==> src/hdl/i2c_bitbang_master_assert.svh <==
// Assertion macros shared by the bit engine RTL.
// Each macro expects clk and rst_n in the scope where it is used.
`ifndef I2C_BITBANG_MASTER_ASSERT_SVH
`define I2C_BITBANG_MASTER_ASSERT_SVH

// Same-cycle implication, checked on every rising edge out of reset.
`define I2CBB_ASSERT_NOW(label, ante, cons, msg) \
  label: assert property (@(posedge clk) disable iff (!rst_n) (ante) |-> (cons)) \
    else $error(msg);

// Next-cycle implication.
`define I2CBB_ASSERT_NEXT(label, ante, cons, msg) \
  label: assert property (@(posedge clk) disable iff (!rst_n) (ante) |=> (cons)) \
    else $error(msg);

`endif

==> src/hdl/i2cbb_pkg.sv <==
`timescale 1ns / 1ps
`default_nettype none
package i2cbb_pkg;

  localparam int BITS_PER_BYTE = 8;
  localparam int TICK_W        = 10;
  localparam logic [TICK_W-1:0] PHASE_TICKS_RESET = 10'd10;

  typedef enum logic [2:0] {
    CMD_NONE,
    CMD_START,
    CMD_STOP,
    CMD_SEND_BYTE,
    CMD_READ_ACK,
    CMD_READ_BYTE,
    CMD_SEND_ACK,
    CMD_SEND_NACK
  } cmd_t;

  typedef struct packed {
    logic scl;
    logic sda;
  } pins_t;

  // Result of one tick; scl lands in bit 0 when packed onto the bus.
  typedef struct packed {
    logic       rejected;
    logic       ack_seen;
    logic [7:0] rx_byte;
    logic       done;
    logic       busy;
    logic       sda_out;
    logic       scl;
  } res_t;

  // Pin levels on entry to a phase; unchanged pins keep their current level.
  function automatic pins_t phase_levels(cmd_t cmd, logic [1:0] ph, logic [2:0] bit_idx,
                                         logic [7:0] tx, pins_t cur);
    pins_t p;
    logic [7:0] sh;
    p  = cur;
    sh = tx << bit_idx;
    case (cmd)
      CMD_START: begin
        if (ph == 2'd0) begin
          p.sda = 1'b1;
          p.scl = 1'b1;
        end else if (ph == 2'd1) begin
          p.sda = 1'b0;
        end else begin
          p.scl = 1'b0;
        end
      end
      CMD_STOP: begin
        if (ph == 2'd0) begin
          p.scl = 1'b0;
          p.sda = 1'b0;
        end else if (ph == 2'd1) begin
          p.scl = 1'b1;
        end else begin
          p.sda = 1'b1;
        end
      end
      CMD_SEND_BYTE: begin
        if (ph == 2'd0) begin
          p.sda = sh[7];
        end else if (ph == 2'd1) begin
          p.scl = 1'b1;
        end else begin
          p.scl = 1'b0;
        end
      end
      CMD_READ_ACK: begin
        if (ph == 2'd0) begin
          p.sda = 1'b1;
        end else if (ph == 2'd1) begin
          p.scl = 1'b1;
        end else begin
          p.scl = 1'b0;
        end
      end
      CMD_READ_BYTE: begin
        if (ph == 2'd0) begin
          p.scl = 1'b1;
          p.sda = 1'b1;
        end else begin
          p.scl = 1'b0;
        end
      end
      CMD_SEND_ACK, CMD_SEND_NACK: begin
        if (ph == 2'd0) begin
          p.scl = 1'b0;
          p.sda = (cmd == CMD_SEND_NACK);
        end else if (ph == 2'd1) begin
          p.scl = 1'b1;
        end else begin
          p.scl = 1'b0;
        end
      end
      default: begin
        p = cur;
      end
    endcase
    return p;
  endfunction

endpackage
`default_nettype wire

==> src/hdl/i2cbb_engine.sv <==
`timescale 1ns / 1ps
`default_nettype none
`include "i2c_bitbang_master_assert.svh"
module i2cbb_engine (
  input  wire                               clk,
  input  wire                               rst_n,
  input  wire                               cfg_we,
  input  wire  [i2cbb_pkg::TICK_W-1:0]      cfg_wdata,
  input  wire                               step_en,
  input  wire  i2cbb_pkg::cmd_t             func,
  input  wire  [7:0]                        tx_byte,
  input  wire                               sda_in,
  output i2cbb_pkg::res_t                   res
);
  import i2cbb_pkg::*;

  logic [TICK_W-1:0] phase_ticks_r;
  cmd_t              cmd_r, cmd_nxt;
  logic [1:0]        ph_r, ph_nxt;
  logic [2:0]        bit_r, bit_nxt;
  logic [TICK_W-1:0] tmr_r, tmr_nxt;
  logic [7:0]        tx_r, tx_nxt;
  logic [7:0]        rx_r, rx_nxt;
  logic              ack_r, ack_nxt;
  pins_t             pins_r, pins_nxt;

  logic [TICK_W-1:0] ticks;
  logic [1:0]        ph_last;
  logic [3:0]        bits_last;
  logic [3:0]        bit_inc;
  logic              busy, done, rej;

  always_ff @(posedge clk) begin
    if (!rst_n) begin
      phase_ticks_r <= PHASE_TICKS_RESET;
    end else if (cfg_we) begin
      phase_ticks_r <= cfg_wdata;
    end
  end

  always_ff @(posedge clk) begin
    if (!rst_n) begin
      cmd_r  <= CMD_NONE;
      ph_r   <= 2'd0;
      bit_r  <= 3'd0;
      tmr_r  <= '0;
      tx_r   <= 8'd0;
      rx_r   <= 8'd0;
      ack_r  <= 1'b0;
      pins_r <= '{scl: 1'b1, sda: 1'b1};
    end else if (step_en) begin
      cmd_r  <= cmd_nxt;
      ph_r   <= ph_nxt;
      bit_r  <= bit_nxt;
      tmr_r  <= tmr_nxt;
      tx_r   <= tx_nxt;
      rx_r   <= rx_nxt;
      ack_r  <= ack_nxt;
      pins_r <= pins_nxt;
    end
  end

  always_comb begin
    cmd_nxt   = cmd_r;
    ph_nxt    = ph_r;
    bit_nxt   = bit_r;
    tmr_nxt   = tmr_r;
    tx_nxt    = tx_r;
    rx_nxt    = rx_r;
    ack_nxt   = ack_r;
    pins_nxt  = pins_r;
    busy      = 1'b0;
    done      = 1'b0;
    rej       = 1'b0;
    bit_inc   = 4'd0;
    ticks     = (phase_ticks_r == '0) ? TICK_W'(1) : phase_ticks_r;

    // Accept a new command only when idle; otherwise drop and flag it.
    if (func != CMD_NONE) begin
      if (cmd_r != CMD_NONE) begin
        rej = 1'b1;
      end else begin
        cmd_nxt = func;
        ph_nxt  = 2'd0;
        bit_nxt = 3'd0;
        tmr_nxt = '0;
        if (func == CMD_SEND_BYTE) begin
          tx_nxt = tx_byte;
        end
        pins_nxt = phase_levels(func, 2'd0, 3'd0, tx_nxt, pins_r);
      end
    end

    ph_last   = (cmd_nxt == CMD_READ_BYTE) ? 2'd2 : 2'd3;
    bits_last = (cmd_nxt == CMD_SEND_BYTE || cmd_nxt == CMD_READ_BYTE) ?
                4'(BITS_PER_BYTE) : 4'd1;

    if (cmd_nxt != CMD_NONE) begin
      busy    = 1'b1;
      tmr_nxt = tmr_nxt + TICK_W'(1);
      if (tmr_nxt >= ticks) begin
        // Sample SDA on the last tick of the clock-high phase.
        if (cmd_nxt == CMD_READ_ACK && ph_nxt == 2'd1) begin
          ack_nxt = ~sda_in;
        end
        if (cmd_nxt == CMD_READ_BYTE && ph_nxt == 2'd0) begin
          rx_nxt = {rx_nxt[6:0], sda_in};
        end
        tmr_nxt = '0;
        ph_nxt  = ph_nxt + 2'd1;
        if (ph_nxt >= ph_last) begin
          ph_nxt  = 2'd0;
          bit_inc = {1'b0, bit_nxt} + 4'd1;
          bit_nxt = bit_inc[2:0];
          if (bit_inc >= bits_last) begin
            bit_nxt = 3'd0;
            cmd_nxt = CMD_NONE;
            done    = 1'b1;
          end
        end
        if (cmd_nxt != CMD_NONE) begin
          pins_nxt = phase_levels(cmd_nxt, ph_nxt, bit_nxt, tx_nxt, pins_nxt);
        end
      end
    end
  end

  assign res = '{rejected: rej, ack_seen: ack_nxt, rx_byte: rx_nxt, done: done,
                 busy: busy, sda_out: pins_nxt.sda, scl: pins_nxt.scl};

  `I2CBB_ASSERT_NOW(a_idle_clean, cmd_r == CMD_NONE, ph_r == 2'd0 && bit_r == 3'd0 && tmr_r == '0, "idle engine holds stale sequencing state")
  `I2CBB_ASSERT_NOW(a_phase_range, 1'b1, ph_r != 2'd3, "phase index out of range")
  `I2CBB_ASSERT_NEXT(a_done_idle, step_en && done, cmd_r == CMD_NONE, "engine still active after finishing a command")
  `I2CBB_ASSERT_NOW(a_reject_busy, step_en && rej, cmd_r != CMD_NONE, "command dropped while idle")

endmodule
`default_nettype wire

==> src/hdl/i2cbb_skid.sv <==
`timescale 1ns / 1ps
`default_nettype none
`include "i2c_bitbang_master_assert.svh"
module i2cbb_skid (
  input  wire              clk,
  input  wire              rst_n,
  input  wire              in_valid,
  output logic             in_ready,
  input  wire i2cbb_pkg::res_t in_data,
  output logic             out_valid,
  input  wire              out_ready,
  output i2cbb_pkg::res_t  out_data
);
  import i2cbb_pkg::*;

  logic out_valid_r, out_valid_nxt;
  logic skid_valid_r, skid_valid_nxt;
  res_t out_data_r, out_data_nxt;
  res_t skid_data_r, skid_data_nxt;

  always_ff @(posedge clk) begin
    if (!rst_n) begin
      out_valid_r  <= 1'b0;
      skid_valid_r <= 1'b0;
    end else begin
      out_valid_r  <= out_valid_nxt;
      skid_valid_r <= skid_valid_nxt;
    end
  end

  always_ff @(posedge clk) begin
    out_data_r  <= out_data_nxt;
    skid_data_r <= skid_data_nxt;
  end

  assign in_ready = ~skid_valid_r;

  always_comb begin
    out_valid_nxt  = out_valid_r;
    out_data_nxt   = out_data_r;
    skid_valid_nxt = skid_valid_r;
    skid_data_nxt  = skid_data_r;
    if (out_ready || !out_valid_r) begin
      if (skid_valid_r) begin
        // Drain the skid entry first to keep transaction order.
        out_valid_nxt  = 1'b1;
        out_data_nxt   = skid_data_r;
        skid_valid_nxt = 1'b0;
      end else begin
        out_valid_nxt = in_valid;
        out_data_nxt  = in_data;
      end
    end else if (in_valid && !skid_valid_r) begin
      skid_valid_nxt = 1'b1;
      skid_data_nxt  = in_data;
    end
  end

  assign out_valid = out_valid_r;
  assign out_data  = out_data_r;

  `I2CBB_ASSERT_NOW(a_skid_behind_out, skid_valid_r, out_valid_r, "skid entry held with empty output register")
  `I2CBB_ASSERT_NEXT(a_stall_fills_skid, out_valid_r && !out_ready && in_valid && in_ready, skid_valid_r, "stalled transaction lost")

endmodule
`default_nettype wire

==> src/hdl/i2c_bitbang_master.sv <==
// I2C master bit engine. Each input transaction is one microsecond tick and may carry a
// command in in_tuser (start, stop, send byte, read ACK, read byte, send ACK, send NACK);
// every tick yields exactly one result transaction with the SCL/SDA drive levels (1 means
// released), busy/done flags, the receive shift register, the last ACK seen and a flag
// for a command dropped because another was still running. Each bus phase lasts
// cfg_wdata ticks (0 acts as 1, reset value 10); write it only while no tick transaction
// is in flight. A write while a command runs applies to the running phase, which ends as
// soon as its elapsed ticks reach the new length. The block takes one tick per clock
// cycle while it is ready to accept; the tick's update is short logic between the engine
// state registers and a two-entry output stage that registers the result, so one more
// tick is accepted while the output side is stalled.
`timescale 1ns / 1ps
`default_nettype none
module i2c_bitbang_master (
  input  wire         clk,
  input  wire         rst_n,
  input  wire         cfg_we,
  input  wire  [9:0]  cfg_wdata,     // phase_ticks
  input  wire         in_tvalid,
  output logic        in_tready,
  input  wire  [15:0] in_tdata,      // tx_byte[7:0], sda_in[8], zero [15:9]
  input  wire  [2:0]  in_tuser,      // func[2:0]
  output logic        out_tvalid,
  input  wire         out_tready,
  output logic [15:0] out_tdata      // scl[0], sda_out[1], busy_res[2], done_res[3],
                                     // rx_byte[11:4], ack_seen[12], rejected[13], zero
);
  import i2cbb_pkg::*;

  logic step_en;
  res_t step_res;
  res_t out_res;

  assign step_en = in_tvalid & in_tready;

  i2cbb_engine u_engine (
    .clk       (clk),
    .rst_n     (rst_n),
    .cfg_we    (cfg_we),
    .cfg_wdata (cfg_wdata),
    .step_en   (step_en),
    .func      (cmd_t'(in_tuser)),
    .tx_byte   (in_tdata[7:0]),
    .sda_in    (in_tdata[8]),
    .res       (step_res)
  );

  i2cbb_skid u_skid (
    .clk       (clk),
    .rst_n     (rst_n),
    .in_valid  (step_en),
    .in_ready  (in_tready),
    .in_data   (step_res),
    .out_valid (out_tvalid),
    .out_ready (out_tready),
    .out_data  (out_res)
  );

  assign out_tdata = {2'b00, out_res};

endmodule
`default_nettype wire

==> config.mk <==
export PLATFORM = sky130hd
export DESIGN_NAME = i2c_bitbang_master
export DESIGN_NICKNAME = d
export VERILOG_FILES = /design/src/hdl/i2cbb_pkg.sv /design/src/hdl/i2cbb_engine.sv /design/src/hdl/i2cbb_skid.sv /design/src/hdl/i2c_bitbang_master.sv
export VERILOG_INCLUDE_DIRS = /design/src /design/src/hdl
export SDC_FILE = /design/constraint.sdc
export NUM_CORES = 1
export LEC_CHECK = 0
export BUFFER_PORTS_ARGS = -buffer_cell sky130_fd_sc_hd__buf_2
export CAP_MARGIN = 10
export CORE_UTILIZATION = 40
export CTS_CLUSTER_SIZE = 14
export DETAILED_ROUTE_END_ITERATION = 10
export MAX_ROUTING_LAYER = met4
export PLACE_DENSITY = 0.57
export SYNTH_ARGS = -nofsm -noshare
export SYNTH_HDL_FRONTEND = slang
export SYNTH_SLANG_ARGS = --single-unit
==> constraint.sdc <==
create_clock -name clk -period 4.7 [get_ports clk]
set_clock_uncertainty 0.2 [all_clocks]
set_input_delay 0.47 -clock clk [delete_from_list [all_inputs] [get_ports clk]]
set_output_delay 0.47 -clock clk [all_outputs]
set_load 0.05 [all_outputs]
==> reports/qor.csv <==
metric,value,unit
Rel. slew slack,47.3,%
grt ovf,0,
# diodes,0,
Yosys top cell area share,23.2,%
#FFs+latches synth,77,
Power Total,1.45,mW
count of buffer and inverter cells on the critical path,0,
"commonest non-fill, non-tap cell in the layout",nor2_1,
main flop type after synthesis,dfxtp_1,
Pleak,1.99,nW
synth warn,0,
DR WL met2,4370,um
Port Buffer Count,42,
core area,10300,um^2
compound-cell area share of the yosys netlist,15.2,%
"CTS clk-pin slew, worst paths",0.09,ns
clock buffer depth,2,
Via Count,3410,
Final Max Tran Viols,0,
Synth Area in Simple Gates,17.7,%
Synth area leader,dfxtp_1,
largest family of logic cells by synthesized area,simple AND/OR/NAND/NOR gates,
"Slowest-stage cell, CP",dfxtp_1,
CTS root buf,clkbuf_8,
Worst-Margin Slew,0.786,ns
total wire length,9290,um
largest net degree at the start of global routing,36,
Synth Area in XOR/XNOR,2.48,%
Mean Syn Cell Area,9.35,um^2
Power Density,302,nW/um^2
crit path cell chain,"nor3_1, nand2_1, and2_1, ha_1, nand3_1, xor2_1, nor2_1, ha_1, a21o_1, a2111oi_0, o21ai_1, a221oi_2, nor2_1, mux2_2, mux2_2",
cell count after synthesis,453,
endpoints failing hold,0,
setup TNS,0,ns
Placer Congestion,0.946,
antenna violations before repair,0,
Initial Utilization,41.2,%
row cnt,37,
HP Class,input port to register,
Die ar.,11000,um^2
Max Freq,233,MHz
vias in the first global route,3278,
fraction of the mapped netlist area in adder cells,4.73,%
hold_buf cts,0,
post-CTS sizing,0,
MaxCap Viol Count,0,
Worst EP required,4.61,ns
CTS Sinks,77,
Die Ht,105,um
clk_lat worst skew,0.35,ns
fraction of synthesized area in multiplexers,12.5,%
Detail Route Antenna Nets,0,
Critical Path Source Type,register,
nets@finish,546,
critical path's largest stage delay,0.39,ns
crit path capture type,register,
# setup viols final,0,
routed wl met3,334,um
worst vdd ir,121,uV
layout cells sized above 1,20.2,%
CTS tree,done,
# IOs,52,
met1 wire length,4400,um
DR DRC count,0,
post-route cell area,4800,um^2
RSZ-0062 raised after global routing,false,
Die X-Extent,105,um
most frequent cells in the layout,"nor2_1, dfxtp_1, buf_2, nand2_1, a21oi_1",
Max H-tree Level,3,
kind of cell adding the most delay to the critical path,simple AND/OR/NAND/NOR gates,
WP data arrival,4.20,ns
Num CTS Buffers,9,
post-DP HPWL,6780,um
TritonRoute pass-1 iters,5,
total track usage,18.6,%
CP Max Fanout,9,
post-CTS setup buffer count,0,
synth top area cells,"dfxtp_1, edfxtp_1, mux2i_1, nor2_1, mux2_2",
number of DRC markers in iteration 0,181,
"Distinct cells, synth",63,
highest metal used,met4,
Layout area overhead,13.2,%
average wire per standard cell,14.6,um
Vias per Instance,5.35,
global-route wire length before repair,15900,um
outcome,"finished, final reports clean",
final worst path period need,4.29,ns
Synth async-reset ratio,0,%
dpl cell area,4610,um^2
part of the cycle the worst path needs,91.3,%
Post-synth EDFFs,28,
sequential share of the synthesized area,43.0,%
Mapped Area,4240,um^2
Worst Setup Path Type,register to register,
where the power goes:
group	switching [mW]	leakage [nW]	internal (mW)
sequential	0.0158	0.678	0.717
combinational	0.156	1.23	0.0790
clock	0.279	0.0892	0.203
state kept, by name, indices dropped and copies added, names as in the netlist:
signal                  flops
u_skid.out_data            14
u_skid.skid_data_r         14
u_engine.phase_ticks_r     10
u_engine.tmr_r             10
u_engine.rx_r               8
u_engine.tx_r               8
u_engine.bit_r              3
u_engine.cmd_r              3
u_engine.ph_r               2
u_engine.pins_r             2
u_engine.ack_r              1
u_skid.out_valid            1
u_skid.skid_valid_r         1
final timing paths:
kind,start,to,slack (ns),depth (start not counted)
setup / recovery,u_engine.cmd_r[0],u_skid.out_data[6],0.41,15
hold reg to reg,u_engine.tmr_r[9],u_engine.tmr_r[9],0.28,2
setup reg to reg,u_engine.cmd_r[0],u_skid.out_data[6],0.41,15
hold / removal,cfg_wdata[6],u_engine.phase_ticks_r[6],0.15,3
synthesized netlist by cell type, types with 2 or more instances:
library cell and count:
xor2_1 11, o21ai_0 8, a221oi_1 2, a32o_1 2
o21ai_1 7, buf_1 2, ha_1 16, a32oi_1 2
clkbuf_1 12, a211oi_1 3, a31oi_1 2, o211ai_1 6
a41o_1 2, a22oi_1 2, o21a_1 3, nand4_1 3
a21oi_1 30, nand3_1 21, mux2i_1 27, inv_1 17
buf_2 7, o31ai_1 6, nor3_2 2, edfxtp_1 28
nand2_1 40, mux4_2 2, dfxtp_1 49, a21o_1 6
nand2b_1 5, buf_4 2, and2_1 6, nor3_1 4
nor2b_1 3, nor2_1 64, mux2_2 19, and3_1 4
nand3b_1 2
worst reg2reg max path: cells and delay by family (launching register included):
family | cells | cell delay (ns)
flops | 1 | 0.39
simple gates | 6 | 1.16
compound gates | 4 | 1.00
mux | 2 | 0.60
xor+xnor | 1 | 0.14
fa+ha+maj | 2 | 0.55
routing by layer:
metal | GRT usage [%] | up-vias
met5 | - | -
met3 | 3.06 | 18
met1 | 24.0 | 1602
met2 | 28.9 | 75
met4 | 8.05 | 0
li1 | - | 1715
logic make-up after synthesis:
kind of cell               after synthesis
AOI/OAI and AO/OA                       94
xor gates and xnor gates                12
adders and majority gates               16
buffers and inverters                   42
DFF                                     77
muxes                                   48
other                                    1
and+or+nand+nor                        163
stage by stage:
stage          instances  util [%]  hold WS, ns  worst slack, ns
5_1_grt              637      46.7        0.143           0.0373
3_5_place_dp         621      44.9        0.262            0.105
2_1_floorplan        454         -        0.244            0.401
3_3_place_gp         621      44.9        0.254            0.216
4_1_cts              637      46.7        0.136            0.388
6_report             637      46.7        0.146            0.410
final cells by class:
class / count / area (um^2)
clock inverters: 7 / 61.3
flip-flops and latches: 77 / 1820
repair buffers: 55 / 308
fillers: 1040 / 5480
multi-input cells: 335 / 2240
well taps: 136 / 170
inverters: 18 / 67.6
clock buffers: 9 / 124
(Power assumes the default switching activity.)
